File: src/hdl/low_voltage_detector_core_macros.svh
// Assertion macros for the low-voltage detector.
// Used by lvd_detect, the module that carries concurrent checks; no dependencies.
`ifndef LOW_VOLTAGE_DETECTOR_CORE_MACROS_SVH
`define LOW_VOLTAGE_DETECTOR_CORE_MACROS_SVH

`ifndef SYNTHESIS
`define LVD_ASSERT(lbl, clk, rst_n, prop) \
    lbl: assert property (@(posedge clk) disable iff (!rst_n) (prop)) \
        else $error("lvd assertion failed");
`define LVD_ASSERT_ALWAYS(lbl, clk, prop) \
    lbl: assert property (@(posedge clk) (prop)) \
        else $error("lvd assertion failed");
`else
`define LVD_ASSERT(lbl, clk, rst_n, prop)
`define LVD_ASSERT_ALWAYS(lbl, clk, prop)
`endif

`endif

File: src/hdl/lvd_pkg.sv
// Shared types, constants and the threshold table of the low-voltage detector.
// No dependencies.
package lvd_pkg;

    localparam int CTRL_W   = 8;
    localparam int SUPPLY_W = 13;
    localparam int HYST_W   = 10;
    localparam int SAT_W    = 16;
    localparam int SEL_W    = 4;

    localparam int FULL_SCALE_MV = 5000;

    localparam logic [HYST_W-1:0] HYST_RESET = 10'd100;

    localparam int CTRL_FLAG_BIT   = 0;
    localparam int CTRL_IRQ_EN_BIT = 1;
    localparam int CTRL_RSVD_BIT   = 2;
    localparam int CTRL_ENABLE_BIT = 3;
    localparam int CTRL_SEL_LSB    = 4;

    typedef struct packed {
        logic [CTRL_W-1:0] readback_byte;
        logic              irq_pulse;
        logic              below_threshold;
    } t_lvd_result;

    function automatic logic [SUPPLY_W-1:0] lvd_thresh(input logic [SEL_W-1:0] sel);
        logic [SUPPLY_W-1:0] t;
        case (sel)
            4'd0:    t = 13'd2000;
            4'd1:    t = 13'd2160;
            4'd2:    t = 13'd2310;
            4'd3:    t = 13'd2450;
            4'd4:    t = 13'd2600;
            4'd5:    t = 13'd2730;
            4'd6:    t = 13'd2880;
            4'd7:    t = 13'd2980;
            4'd8:    t = 13'd3210;
            4'd9:    t = 13'd3420;
            4'd10:   t = 13'd3620;
            4'd11:   t = 13'd3810;
            4'd12:   t = 13'd4000;
            4'd13:   t = 13'd4200;
            4'd14:   t = 13'd4430;
            default: t = 13'd4600;
        endcase
        return t;
    endfunction

endpackage

File: src/hdl/lvd_if.sv
// Handshake channel interfaces: poll request, result, configuration write.
// Depends on lvd_pkg.
interface lvd_req_if;
    import lvd_pkg::*;
    logic                valid;
    logic                ready;
    logic [CTRL_W-1:0]   control_byte;
    logic [SUPPLY_W-1:0] supply_mv;
    modport source (output valid, control_byte, supply_mv, input ready);
    modport sink   (input valid, control_byte, supply_mv, output ready);
endinterface

interface lvd_rsp_if;
    import lvd_pkg::*;
    logic              valid;
    logic              ready;
    logic [CTRL_W-1:0] readback_byte;
    logic              irq_pulse;
    logic              below_threshold;
    modport source (output valid, readback_byte, irq_pulse, below_threshold, input ready);
    modport sink   (input valid, readback_byte, irq_pulse, below_threshold, output ready);
endinterface

interface lvd_cfg_if;
    import lvd_pkg::*;
    logic              valid;
    logic              ready;
    logic [HYST_W-1:0] hysteresis_mv;
    modport source (output valid, hysteresis_mv, input ready);
    modport sink   (input valid, hysteresis_mv, output ready);
endinterface

File: src/hdl/lvd_detect.sv
// Threshold compare with hysteresis, undervoltage state and latched flag.
// Depends on lvd_pkg and low_voltage_detector_core_macros.svh.
`include "low_voltage_detector_core_macros.svh"

module lvd_detect (
    input  logic                        i_clk,
    input  logic                        i_rst_n,
    input  logic                        i_step,
    input  logic [lvd_pkg::HYST_W-1:0]   i_hyst,
    input  logic [lvd_pkg::CTRL_W-1:0]   i_ctrl,
    input  logic [lvd_pkg::SUPPLY_W-1:0] i_supply,
    output lvd_pkg::t_lvd_result         o_result
);
    import lvd_pkg::*;

    localparam logic [SAT_W-1:0] FULL_SCALE = SAT_W'(FULL_SCALE_MV);

    logic                r_below;
    logic                r_flag;
    logic                n_below;
    logic                n_flag;
    logic                irq;
    logic [SUPPLY_W-1:0] thresh;
    logic [SAT_W-1:0]    supply_ext;
    logic [SAT_W-1:0]    supply_sat;
    logic [SAT_W-1:0]    rearm;
    logic                is_low;

    always_comb begin
        supply_ext = SAT_W'(i_supply);
        supply_sat = (supply_ext > FULL_SCALE) ? FULL_SCALE : supply_ext;
        thresh     = lvd_thresh(i_ctrl[CTRL_SEL_LSB +: SEL_W]);
        rearm      = SAT_W'(thresh) + SAT_W'(i_hyst);
        is_low     = supply_sat < SAT_W'(thresh);

        n_flag  = r_flag & i_ctrl[CTRL_FLAG_BIT];
        n_below = r_below;
        irq     = 1'b0;
        if (!i_ctrl[CTRL_ENABLE_BIT]) begin
            n_below = is_low;
        end else if (!r_below) begin
            if (is_low) begin
                n_below = 1'b1;
                n_flag  = 1'b1;
                irq     = i_ctrl[CTRL_IRQ_EN_BIT];
            end
        end else if (supply_sat >= rearm) begin
            n_below = 1'b0;
        end
    end

    always_comb begin
        o_result.readback_byte                = i_ctrl;
        o_result.readback_byte[CTRL_FLAG_BIT] = n_flag;
        o_result.readback_byte[CTRL_RSVD_BIT] = 1'b0;
        o_result.irq_pulse                    = irq;
        o_result.below_threshold              = n_below;
    end

    always_ff @(posedge i_clk) begin
        if (!i_rst_n) begin
            r_below <= 1'b0;
            r_flag  <= 1'b0;
        end else if (i_step) begin
            r_below <= n_below;
            r_flag  <= n_flag;
        end
    end

    `LVD_ASSERT(a_irq_sets_state, i_clk, i_rst_n, (i_step && irq) |=> (r_below && r_flag))
    `LVD_ASSERT(a_irq_on_edge_only, i_clk, i_rst_n, (i_step && irq) |-> !r_below)
    `LVD_ASSERT(a_no_irq_disabled, i_clk, i_rst_n, !i_ctrl[CTRL_ENABLE_BIT] |-> !irq)
    `LVD_ASSERT(a_hold_idle, i_clk, i_rst_n, !i_step |=> ($stable(r_below) && $stable(r_flag)))

endmodule

File: src/hdl/low_voltage_detector_core.sv
// Low-voltage detector core: input register, compare logic, result register.
// Input register, then result register; one request per cycle while results are taken.
// The result register frees as it is taken, so a new request is taken while one waits.
// Synchronous active-low reset clears valids, undervoltage state and flag; hysteresis = 100.
// Depends on lvd_pkg, lvd_if and lvd_detect.
module low_voltage_detector_core (
    input  logic      i_clk,
    input  logic      i_rst_n,
    lvd_req_if.sink   i_req,
    lvd_cfg_if.sink   i_cfg,
    lvd_rsp_if.source o_rsp
);
    import lvd_pkg::*;

    logic                r_in_valid;
    logic [CTRL_W-1:0]   r_in_ctrl;
    logic [SUPPLY_W-1:0] r_in_supply;
    logic                r_out_valid;
    t_lvd_result         r_out;
    logic [HYST_W-1:0]   r_hyst;
    t_lvd_result         result;
    logic                out_load;
    logic                step;
    logic                in_ready;

    assign out_load = !r_out_valid || o_rsp.ready;
    assign step     = r_in_valid && out_load;
    assign in_ready = !r_in_valid || step;

    assign i_req.ready = in_ready;
    assign i_cfg.ready = 1'b1;

    always_ff @(posedge i_clk) begin
        if (!i_rst_n) begin
            r_hyst <= HYST_RESET;
        end else if (i_cfg.valid) begin
            r_hyst <= i_cfg.hysteresis_mv;
        end
    end

    always_ff @(posedge i_clk) begin
        if (!i_rst_n) begin
            r_in_valid <= 1'b0;
        end else if (in_ready) begin
            r_in_valid <= i_req.valid;
        end
    end

    always_ff @(posedge i_clk) begin
        if (in_ready && i_req.valid) begin
            r_in_ctrl   <= i_req.control_byte;
            r_in_supply <= i_req.supply_mv;
        end
    end

    lvd_detect u_detect (
        .i_clk    (i_clk),
        .i_rst_n  (i_rst_n),
        .i_step   (step),
        .i_hyst   (r_hyst),
        .i_ctrl   (r_in_ctrl),
        .i_supply (r_in_supply),
        .o_result (result)
    );

    always_ff @(posedge i_clk) begin
        if (!i_rst_n) begin
            r_out_valid <= 1'b0;
        end else if (out_load) begin
            r_out_valid <= r_in_valid;
        end
    end

    always_ff @(posedge i_clk) begin
        if (step) begin
            r_out <= result;
        end
    end

    assign o_rsp.valid           = r_out_valid;
    assign o_rsp.readback_byte   = r_out.readback_byte;
    assign o_rsp.irq_pulse       = r_out.irq_pulse;
    assign o_rsp.below_threshold = r_out.below_threshold;

endmodule
File: src/flat_wrapper.sv
// flat-port wrapper written by rule: the top's interface ports become plain ports
module low_voltage_detector_core_flat import lvd_pkg::*;
  (i_clk, i_rst_n, i_req_valid, i_req_control_byte, i_req_supply_mv, i_req_ready, i_cfg_valid, i_cfg_hysteresis_mv, i_cfg_ready, o_rsp_valid, o_rsp_readback_byte, o_rsp_irq_pulse, o_rsp_below_threshold, o_rsp_ready);
  lvd_req_if i_req_i ();
  lvd_cfg_if i_cfg_i ();
  lvd_rsp_if o_rsp_i ();
  input  logic i_clk;
  input  logic i_rst_n;
  input wire logic [$bits(i_req_i.valid)-1:0] i_req_valid;
  input wire logic [$bits(i_req_i.control_byte)-1:0] i_req_control_byte;
  input wire logic [$bits(i_req_i.supply_mv)-1:0] i_req_supply_mv;
  output wire logic [$bits(i_req_i.ready)-1:0] i_req_ready;
  input wire logic [$bits(i_cfg_i.valid)-1:0] i_cfg_valid;
  input wire logic [$bits(i_cfg_i.hysteresis_mv)-1:0] i_cfg_hysteresis_mv;
  output wire logic [$bits(i_cfg_i.ready)-1:0] i_cfg_ready;
  output wire logic [$bits(o_rsp_i.valid)-1:0] o_rsp_valid;
  output wire logic [$bits(o_rsp_i.readback_byte)-1:0] o_rsp_readback_byte;
  output wire logic [$bits(o_rsp_i.irq_pulse)-1:0] o_rsp_irq_pulse;
  output wire logic [$bits(o_rsp_i.below_threshold)-1:0] o_rsp_below_threshold;
  input wire logic [$bits(o_rsp_i.ready)-1:0] o_rsp_ready;
  assign i_req_i.valid = i_req_valid;
  assign i_req_i.control_byte = i_req_control_byte;
  assign i_req_i.supply_mv = i_req_supply_mv;
  assign i_req_ready = i_req_i.ready;
  assign i_cfg_i.valid = i_cfg_valid;
  assign i_cfg_i.hysteresis_mv = i_cfg_hysteresis_mv;
  assign i_cfg_ready = i_cfg_i.ready;
  assign o_rsp_valid = o_rsp_i.valid;
  assign o_rsp_readback_byte = o_rsp_i.readback_byte;
  assign o_rsp_irq_pulse = o_rsp_i.irq_pulse;
  assign o_rsp_below_threshold = o_rsp_i.below_threshold;
  assign o_rsp_i.ready = o_rsp_ready;
  low_voltage_detector_core u_core (.i_clk(i_clk), .i_rst_n(i_rst_n), .i_req(i_req_i), .i_cfg(i_cfg_i), .o_rsp(o_rsp_i));
endmodule
File: config.mk
export PLATFORM = sky130hd
export DESIGN_NAME = low_voltage_detector_core_flat
export DESIGN_NICKNAME = d
export VERILOG_FILES = /design/src/hdl/lvd_pkg.sv /design/src/hdl/lvd_if.sv /design/src/hdl/lvd_detect.sv /design/src/hdl/low_voltage_detector_core.sv /design/src/flat_wrapper.sv
export VERILOG_INCLUDE_DIRS = /design/src /design/src/hdl
export SDC_FILE = /design/constraint.sdc
export NUM_CORES = 1
export LEC_CHECK = 0
export ABC_CLOCK_PERIOD_IN_PS = 3700
export BUFFER_PORTS_ARGS = -buffer_cell sky130_fd_sc_hd__buf_2
export CORE_MARGIN = 2
export CORE_UTILIZATION = 38
export DETAILED_ROUTE_END_ITERATION = 7
export PLACE_DENSITY_LB_ADDON = 0.08
export SETUP_SLACK_MARGIN = 0.5
export SLEW_MARGIN = 20
export SYNTH_ARGS = -nofsm -noshare
export SYNTH_HDL_FRONTEND = slang
export SYNTH_SLANG_ARGS = --single-unit
File: constraint.sdc
create_clock -name i_clk -period 3.7 [get_ports i_clk]
set_input_delay 0.185 -clock i_clk [delete_from_list [all_inputs] [get_ports i_clk]]
set_output_delay 0.185 -clock i_clk [all_outputs]
set_load 0.02 [all_outputs]
==> results.txt, run 1 <==
----------------------------------------------------
[Logic synthesis]
  Leading area contributor after synthesis ... sky130_fd_sc_hd__edfxtp_1
  Fraction of synthesized area in multiplexers ... 4.498%
  Complex-gate fraction of the synthesized area ... 14.69%
  Post-synthesis net count ... 371
  Share of synthesized flip-flops with an asynchronous set or reset ... 0%
  Ranking of synthesized cells by area ... sky130_fd_sc_hd__edfxtp_1 (28%), sky130_fd_sc_hd__dfxtp_1 (17%), sky130_fd_sc_hd__ha_1 (16%), sky130_fd_sc_hd__mux2i_1 (4.1%), sky130_fd_sc_hd__nor2b_1 (2.8%)
  Largest family of logic cells by synthesized area ... adder cells
  Synth Area in XOR/XNOR ... 2.508%
  Share of the synthesized area in the top cell type ... 27.71%
  Dominant register cell in the synthesized netlist ... sky130_fd_sc_hd__edfxtp_1
  EDFF count, synth ... 29
  Synthesized-area fraction occupied by and/or/nand/nor cells ... between 10% and 20%
  Library cells used by synthesis ... 49
  Yosys Warn Count ... 0
  Post-synthesis sequential area ratio ... 44.27%
  Post-Synthesis Mean Instance Area ... 10.69 sq um
  Synthesized-area fraction occupied by adder cells ... around 17%
  Netlist Area Pre-Place ... 3143 sq um
  Register bit total from synthesis ... 55
  Cell count after synthesis ... around 290

[Power]
  Static Leak ... about 1.6 nW
  Power Density ... 413.4 nW/um^2
  Largest vdd supply drop ... 0.1613 mV
  Overall power consumption ... 1.510 mW

[STA]
  Total negative setup slack ... 0 ns
  PnR worst setup slack ... 0.6412 ns
  Final period demand of the worst path ... 3.059 ns
  Number of failing setup endpoints in the final timing report ... 0
  Actual slew at the worst max-slew pin ... approximately 0.94 ns
  Final hold slack ... 0.03123 ns
  Slew margin rel. ... 35.31%
  Number of pins with negative max-slew slack in the final report ... 0
  Unrepaired setup endpoints after global routing ... yes
  Timing-limited maximum frequency ... approximately 330 MHz
  Hold Vio Cnt, Final ... 0
  Worst clock skew ... between 0.009 and 0.01 ns
  Share of the clock period used by the worst path after layout ... 82.67%

[Critical path]
  Startpoint-to-endpoint class of the critical path ... register to register
  Setup slack of the worst register-to-register path ... 0.64 ns
  Worst Path Arrival ... 3.14 ns
  CP Launch Point ... u_core.r_in_supply[10]$_DFFE_PP_
  CP max FO ... 5
  Worst Path Required ... between 3 and 4 ns
  Reg-to-Reg Start ... u_core.r_in_supply[10]$_DFFE_PP_
  Endpoint of the worst register-to-register path ... u_core.o_rsp.readback_byte[0]$_DFFE_PP_
  Worst setup EP type ... register
  Crit path to ... u_core.o_rsp.readback_byte[0]$_DFFE_PP_
  Kind of start point of the critical path ... register
  Worst reg2reg path depth ... 10

[GRT]
  Grt ovf ... 0
  Wire length of the first global-routing pass ... 10.19 mm
  Via count of the first global-routing pass ... about 2,200
  Initial antenna violation count ... 0
  Overall routing resource usage ... 14.96%
  Maximum number of pins on one net before global-route repair ... 21

[Finish]
  Fillers ... about 770
  Highest-count cells in the layout ignoring fill and taps ... sky130_fd_sc_hd__buf_2 (45), sky130_fd_sc_hd__ha_1 (38), sky130_fd_sc_hd__edfxtp_1 (29)
  Most common cell after layout, fill and taps aside ... sky130_fd_sc_hd__buf_2
  Layout Nets ... 422
  Combined area of the multi-input logic cells ... 1680 sq um
  Area growth from synthesis to layout ... 16.24%
  Share of post-route cells with drive strength above 1 ... 23.12%
  Antenna cell count ... 0
  Seq. cell area ... roughly 1400 sq um
  Final design utilization ... 44.92%

[Floorplan]
  Placeable Area ... 8134 sq um
  Die extent in x ... 94.95 um
  DIE HEIGHT ... 94.95 um
  Overall die area ... 9015 sq um
  Count of standard-cell rows ... 33
  Boundary Pins ... 49
  Initial Util ... 38.64%

[Clock tree]
  Hold_buf cts ... 0
  Number of buffers added by the clock tree synthesis step ... 5
  Clock transition at the register clock pins on the worst setup and hold paths after CTS ... 0.11 ns
  CTS H-tree depth ... 2
  CTS tree ... done
  Root Driver ... sky130_fd_sc_hd__clkbuf_8
  Clock latency on the worst-skew pair ... 0.32 ns
  Number of buffers on the longest clock path ... 2
  Total clock sinks ... 55

[Placed design]
  Number of port buffers ... 45
  Worst slack, placed ... between 0.3 and 0.4 ns
  Placed wire-length estimate after detailed placement ... slightly below 5 mm
  Final weighted congestion of routability-driven global placement ... between 0.7 and 0.8

[Status]
  Run status ... finished, final reports clean

[Route]
  Vias ... 2,247
  Routed len/inst ... roughly 14 um
  Number of design rule violations left after detail routing ... 0
  Number of vias per cell after detailed routing ... 4.982
  Total routed wirelength ... 6.409 mm
  Detailed-router iteration count before antenna repair ... 4
  Number of violations reported at the end of detailed-routing iteration 0 ... 74
  Antenna-violating nets left ... 0

[Run]
  Count of maximum capacitance violations ... 0

[Hold path]
  Type of the worst min-delay path ... primary input to register

----------------------------------------------------
power by group:
| part | internal [mW] | switching (mW) |
|---|---|---|
| Clock | 0.136 | 0.205 |
| Sequential | 0.694 | 0.0319 |
| Combinational | 0.202 | 0.241 |
| Total | 1.03 | 0.478 |
timing repair:
| action | 4_1_cts | 5_1_grt |
|---|---|---|
| buffers inserted | 1 | 5 |
| endpoints found under the setup margin | 2 | 5 |
| resized for setup | 6 | 8 |
| pin swaps | 3 | 6 |
final cells by class:
cell class,count,share of cell area (%)
clock buffers,5,1.884
clock inverters,3,0.6164
inverters,23,2.363
multi-input cells,209,45.99
flip-flops and latches,55,38.15
well taps,105,3.596
repair buffers,51,7.397
through the flow:
step	instance area (sq um)	std cells
2_1_floorplan	3143	294
3_3_place_gp	3463	437
3_5_place_dp	3463	437
4_1_cts	3582	446
5_1_grt	3654	451
6_report	3654	451
Yosys cell counts (2+ instances only):
cell and count:
sky130_fd_sc_hd__buf_2 2, sky130_fd_sc_hd__nor3_1 5, sky130_fd_sc_hd__and2_1 4, sky130_fd_sc_hd__o22ai_1 3, sky130_fd_sc_hd__xor2_1 4, sky130_fd_sc_hd__edfxtp_1 29, sky130_fd_sc_hd__a31oi_1 2, sky130_fd_sc_hd__a21oi_1 14
sky130_fd_sc_hd__a211oi_1 4, sky130_fd_sc_hd__nor2_1 11, sky130_fd_sc_hd__dfxtp_1 26, sky130_fd_sc_hd__o2111ai_1 2, sky130_fd_sc_hd__clkbuf_1 2, sky130_fd_sc_hd__ha_1 40, sky130_fd_sc_hd__buf_4 2, sky130_fd_sc_hd__conb_1 2
sky130_fd_sc_hd__o21ai_0 15, sky130_fd_sc_hd__nand4_1 4, sky130_fd_sc_hd__or2_2 4, sky130_fd_sc_hd__mux2i_1 13, sky130_fd_sc_hd__a21boi_0 3, sky130_fd_sc_hd__nor2b_1 14, sky130_fd_sc_hd__o211a_1 2, sky130_fd_sc_hd__o21a_1 5
sky130_fd_sc_hd__nand3_1 5, sky130_fd_sc_hd__o211ai_1 3, sky130_fd_sc_hd__inv_1 23, sky130_fd_sc_hd__a21o_1 7, sky130_fd_sc_hd__xnor2_1 5, sky130_fd_sc_hd__nand2_1 16, sky130_fd_sc_hd__nand2b_1 4, sky130_fd_sc_hd__o31a_1 2
logic make-up (layout without fill, tap and decap cells):
family	count (synthesis)	in the layout
fa+ha+maj	41	41
other cells	2	2
compound gates	69	69
xor+xnor	9	9
flops	55	55
mux	14	14
buf+inv	30	82
simple gates	74	74
metal layers:
layer | global-route usage [%] | up-vias | wire [um]
met2 | 25.18 | 36 | 3047
met1 | 19.53 | 1046 | 3081
li1 | - | 1158 | -
met5 | 0 | - | 0
met4 | 4.710 | 0 | 89
met3 | 2.634 | 7 | 191
worst max-delay path, stage by stage (launching register included):
cell and delay [ns]:
sky130_fd_sc_hd__edfxtp_1 0.42, sky130_fd_sc_hd__or4_4 0.54, sky130_fd_sc_hd__nor3_2 0.19, sky130_fd_sc_hd__nor2_1 0.12, sky130_fd_sc_hd__or2_2 0.32, sky130_fd_sc_hd__ha_1 0.31
sky130_fd_sc_hd__nand4_1 0.16, sky130_fd_sc_hd__nor3_1 0.22, sky130_fd_sc_hd__o211a_1 0.21, sky130_fd_sc_hd__nor4_4 0.06, sky130_fd_sc_hd__a32o_1 0.27
registers in the layout, summed over array words and instances, names as in the netlist:
signal and count:
u_core.r_in_supply 13, u_core.u_detect.thresh 12, u_core.r_hyst 10, u_core.o_rsp.readback_byte 7
u_core.r_in_ctrl 7, u_core.o_rsp.below_threshold 1, u_core.o_rsp.irq_pulse 1, u_core.o_rsp.valid 1
u_core.r_in_valid 1, u_core.u_detect.r_below 1, u_core.u_detect.r_flag 1
how the worst min path moves through the flow:
stage | end | slack (ns) | depth (start not counted) | start
after floorplan | u_core.r_in_ctrl[0]$_DFFE_PP_ | 0.28 | 0 | i_req_control_byte[0]
after global placement | u_core.r_in_ctrl[1]$_DFFE_PP_ | 0.36 | 1 | i_req_control_byte[1]
after detailed placement | u_core.r_in_supply[6]$_DFFE_PP_ | 0.36 | 1 | i_req_supply_mv[6]
after CTS | u_core.r_in_ctrl[1]$_DFFE_PP_ | 0.03 | 1 | i_req_control_byte[1]
after global routing | u_core.r_in_supply[1]$_DFFE_PP_ | 0.02 | 1 | i_req_supply_mv[1]
final | u_core.r_in_supply[6]$_DFFE_PP_ | 0.03 | 1 | i_req_supply_mv[6]
Note: power is estimated with default switching activity, not from simulation.
==> inputs of run 2 (changes only) <==
--- a/config.mk
+++ b/config.mk
@@ -6,7 +6,7 @@
 export SDC_FILE = /design/constraint.sdc
 export NUM_CORES = 1
 export LEC_CHECK = 0
-export ABC_CLOCK_PERIOD_IN_PS = 3700
+export ABC_CLOCK_PERIOD_IN_PS = 2600
 export BUFFER_PORTS_ARGS = -buffer_cell sky130_fd_sc_hd__buf_2
 export CORE_MARGIN = 2
 export CORE_UTILIZATION = 38
==> constraint.sdc (replaced) <==
create_clock -name i_clk -period 2.6 [get_ports i_clk]
set_input_delay 0.13 -clock i_clk [delete_from_list [all_inputs] [get_ports i_clk]]
set_output_delay 0.13 -clock i_clk [all_outputs]
set_load 0.02 [all_outputs]
==> results.txt, run 2 (same netlist as run 1, synthesis figures left out) <==
----------------------------------------------------
[Status]
  Violations in the final reports ... setup timing
  Run status ... complete, but fails checks

[Clock tree]
  CTS tree ... done
  Number of buffers added by the clock tree synthesis step ... 5
  Clock latency on the worst-skew pair ... 0.31 ns
  Clock transition at the register clock pins on the worst setup and hold paths after CTS ... 0.10 ns
  CTS H-tree depth ... 2
  Total clock sinks ... 55
  Root Driver ... sky130_fd_sc_hd__clkbuf_8
  Number of buffers on the longest clock path ... 2

[Placed design]
  Worst slack, placed ... -0.3852 ns
  Placed Instance Area ... 3864 sq um
  Instance count after placement with tap cells included ... roughly 480
  Placed wire-length estimate after detailed placement ... 5.179 mm
  Final weighted congestion of routability-driven global placement ... 0.7862
  Number of port buffers ... 45

[STA]
  Worst clock skew ... 0.007216 ns
  Share of the clock period used by the worst path after layout ... 114.4%
  Unrepaired setup endpoints after global routing ... yes
  Timing-limited maximum frequency ... 336.3 MHz
  Hold Vio Cnt, Final ... 0
  Total negative setup slack ... -1.471 ns
  Actual slew at the worst max-slew pin ... between 0.8 and 0.9 ns
  PnR worst setup slack ... -0.3733 ns
  Number of failing setup endpoints in the final timing report ... 5
  Number of pins with negative max-slew slack in the final report ... 0
  Slew margin rel. ... between 40 and 50%
  Final period demand of the worst path ... 2.973 ns
  Final hold slack ... 0.02258 ns

[Route]
  Sum of met3 wire segment lengths after detailed routing ... roughly 230 um
  Detailed-router iteration count before antenna repair ... 4
  Metal2 WL ... roughly 3.3 mm
  Number of design rule violations left after detail routing ... 0
  Vias ... 2,432
  Routed len/inst ... 13.16 um
  Highest metal layer with signal wires ... met4
  Total routed wire length on the met1 layer ... 3.075 mm
  Total routed wirelength ... 6.645 mm
  Number of vias per cell after detailed routing ... 4.816
  Antenna-violating nets left ... 0
  Number of violations reported at the end of detailed-routing iteration 0 ... between 60 and 70

[Critical path]
  Reg-to-Reg Start ... u_core.r_in_supply[5]$_DFFE_PP_
  Critical path's top delay family ... simple AND/OR/NAND/NOR gates
  Cell chain of the critical path ... or4_4 > nor3_4 > nor2_4 > or2_4 > ha_4 > nand4_1 > buf_4 > a211oi_2 > nor4_4 > buf_4 > a32o_1
  Worst Path Arrival ... 3.05 ns
  Slowest cell on the critical path ... sky130_fd_sc_hd__or4_4
  Stage delay of the slowest cell on the critical path ... 0.57 ns
  Setup slack of the worst register-to-register path ... -0.37 ns
  Crit path buf inv count ... 2
  Endpoint of the worst register-to-register path ... u_core.o_rsp.readback_byte[0]$_DFFE_PP_
  Worst setup EP type ... register
  Worst reg2reg path depth ... 11
  Kind of start point of the critical path ... register
  CP Launch Point ... u_core.r_in_supply[5]$_DFFE_PP_
  Startpoint-to-endpoint class of the critical path ... register to register
  CP max FO ... 5
  Cell with the most instances on the worst path ... sky130_fd_sc_hd__buf_4
  Worst Path Required ... 2.67 ns

[Power]
  Relative contribution of combinational cells to total power ... 34.7%
  P_sw ... roughly 720 uW
  Fraction of power spent switching nets ... 31.10%
  Largest vdd supply drop ... 0.2533 mV
  Internal Pwr Total ... 1.586 mW
  Power Density ... 548.2 nW/um^2
  Static Leak ... 1.909 nW
  Sequential share of power ... 44.7%
  Fraction of power consumed by the clock network ... 20.7%

[Finish]
  Most common cell after layout, fill and taps aside ... sky130_fd_sc_hd__buf_2
  Fillers ... between 700 and 800
  Share of post-route cells with drive strength above 1 ... 31.00%
  Highest-count cells in the layout ignoring fill and taps ... sky130_fd_sc_hd__buf_2 (45), sky130_fd_sc_hd__buf_4 (41), sky130_fd_sc_hd__ha_1 (35)
  Final instance count without filler cells ... between 500 and 600
  Layout Nets ... 476
  Final design instance area without fill ... 4198 sq um
  Antenna cell count ... 0
  Largest reg by FF count ... u_core.r_in_supply
  Area growth from synthesis to layout ... 33.56%
  Number of flip-flops under the largest register name ... 13

[Floorplan]
  Boundary Pins ... 49
  DIE HEIGHT ... around 95 um
  Die extent in x ... between 90 and 100 um
  Placeable Area ... 8134 sq um
  Initial Util ... 38.64%
  Overall die area ... 9015 sq um
  Count of standard-cell rows ... 33

[GRT]
  Grt ovf ... 0
  Wire length of the first global-routing pass ... 10.72 mm
  Initial antenna violation count ... 0
  Maximum number of pins on one net before global-route repair ... 21
  Overall routing resource usage ... about 16%
  Via count of the first global-routing pass ... 2,356

[Hold path]
  Endpoint with the worst hold slack ... u_core.r_in_ctrl[7]$_DFFE_PP_
  Worst hold path startpoint ... i_req_control_byte[7]
  Type of the worst min-delay path ... primary input to register
  Worst hold path stage count ... 1

[Run]
  Count of maximum capacitance violations ... 0

----------------------------------------------------
==> run 2: changes by cell type in the layout (fill, tap and decap cells not counted), moves of 3 or more <==
cell,change
sky130_fd_sc_hd__buf_4,+35
sky130_fd_sc_hd__dlygate4sd3_1,+19
sky130_fd_sc_hd__a21oi_1,-3
sky130_fd_sc_hd__ha_1,-3
sky130_fd_sc_hd__or2_4,+4
sky130_fd_sc_hd__a21oi_2,+3
sky130_fd_sc_hd__ha_4,+4
sky130_fd_sc_hd__or2_2,-4
==> run 2: worst max path at each step <==
| stage | to | slack [ns] | cells after the start |
|---|---|---|---|
| 5_1_grt | u_core.o_rsp.below_threshold$_DFFE_PP_ | -0.47 | 12 |
| 3_3_place_gp | u_core.u_detect.r_below$_SDFFE_PN0P_ | -0.36 | 12 |
| 6_report | u_core.o_rsp.readback_byte[0]$_DFFE_PP_ | -0.37 | 11 |
| 4_1_cts | u_core.o_rsp.readback_byte[0]$_DFFE_PP_ | -0.33 | 11 |
| 2_1_floorplan | u_core.u_detect.r_below$_SDFFE_PN0P_ | -0.19 | 14 |
| 3_5_place_dp | u_core.o_rsp.below_threshold$_DFFE_PP_ | -0.39 | 12 |
==> run 2: cell type report <==
| cell class | count | area (sq um) | area share (%) |
|---|---|---|---|
| multi-input cells | 209 | 1775 | 42.29 |
| flip-flops and latches | 55 | 1394 | 33.20 |
| inverters | 23 | 86.33 | 2.057 |
| clock buffers | 5 | 68.82 | 1.639 |
| well taps | 105 | 131.4 | 3.130 |
| clock inverters | 3 | 18.77 | 0.4471 |
| repair buffers | 105 | 723.2 | 17.23 |
==> run 2: layer usage <==
layer  GRT usage, %  vias up
li1               -     1274
met1          20.45     1117
met2          26.89       36
met3          2.953        5
met4          3.261        0
met5              0        -
==> run 2: timing repair <==
action | in CTS | in global routing
setup endpoints to repair | 5 | 5
hold buffers | 19 | 0
hold endpoints to repair | 19 | 0
pin swaps | 4 | 8
gates resized for setup | 5 | 6
setup buffers | 1 | 0
==> run 2: per-stage QoR <==
step	power, mW	utilization [%]
after CTS	2.313	51.19
final	2.301	51.61
after global routing	2.461	51.61
after detailed placement	1.787	47.50
after global placement	1.784	47.50
after floorplan	1.516	-
==> run 2: power groups by stage <==
stage / combinational, mW / sequential, mW / clock, mW
after global routing: 0.900 / 1.04 / 0.524
after CTS: 0.784 / 1.03 / 0.500
after floorplan: 0.467 / 1.05 / 0
final: 0.798 / 1.03 / 0.476
after global placement: 0.736 / 1.05 / 0
after detailed placement: 0.739 / 1.05 / 0
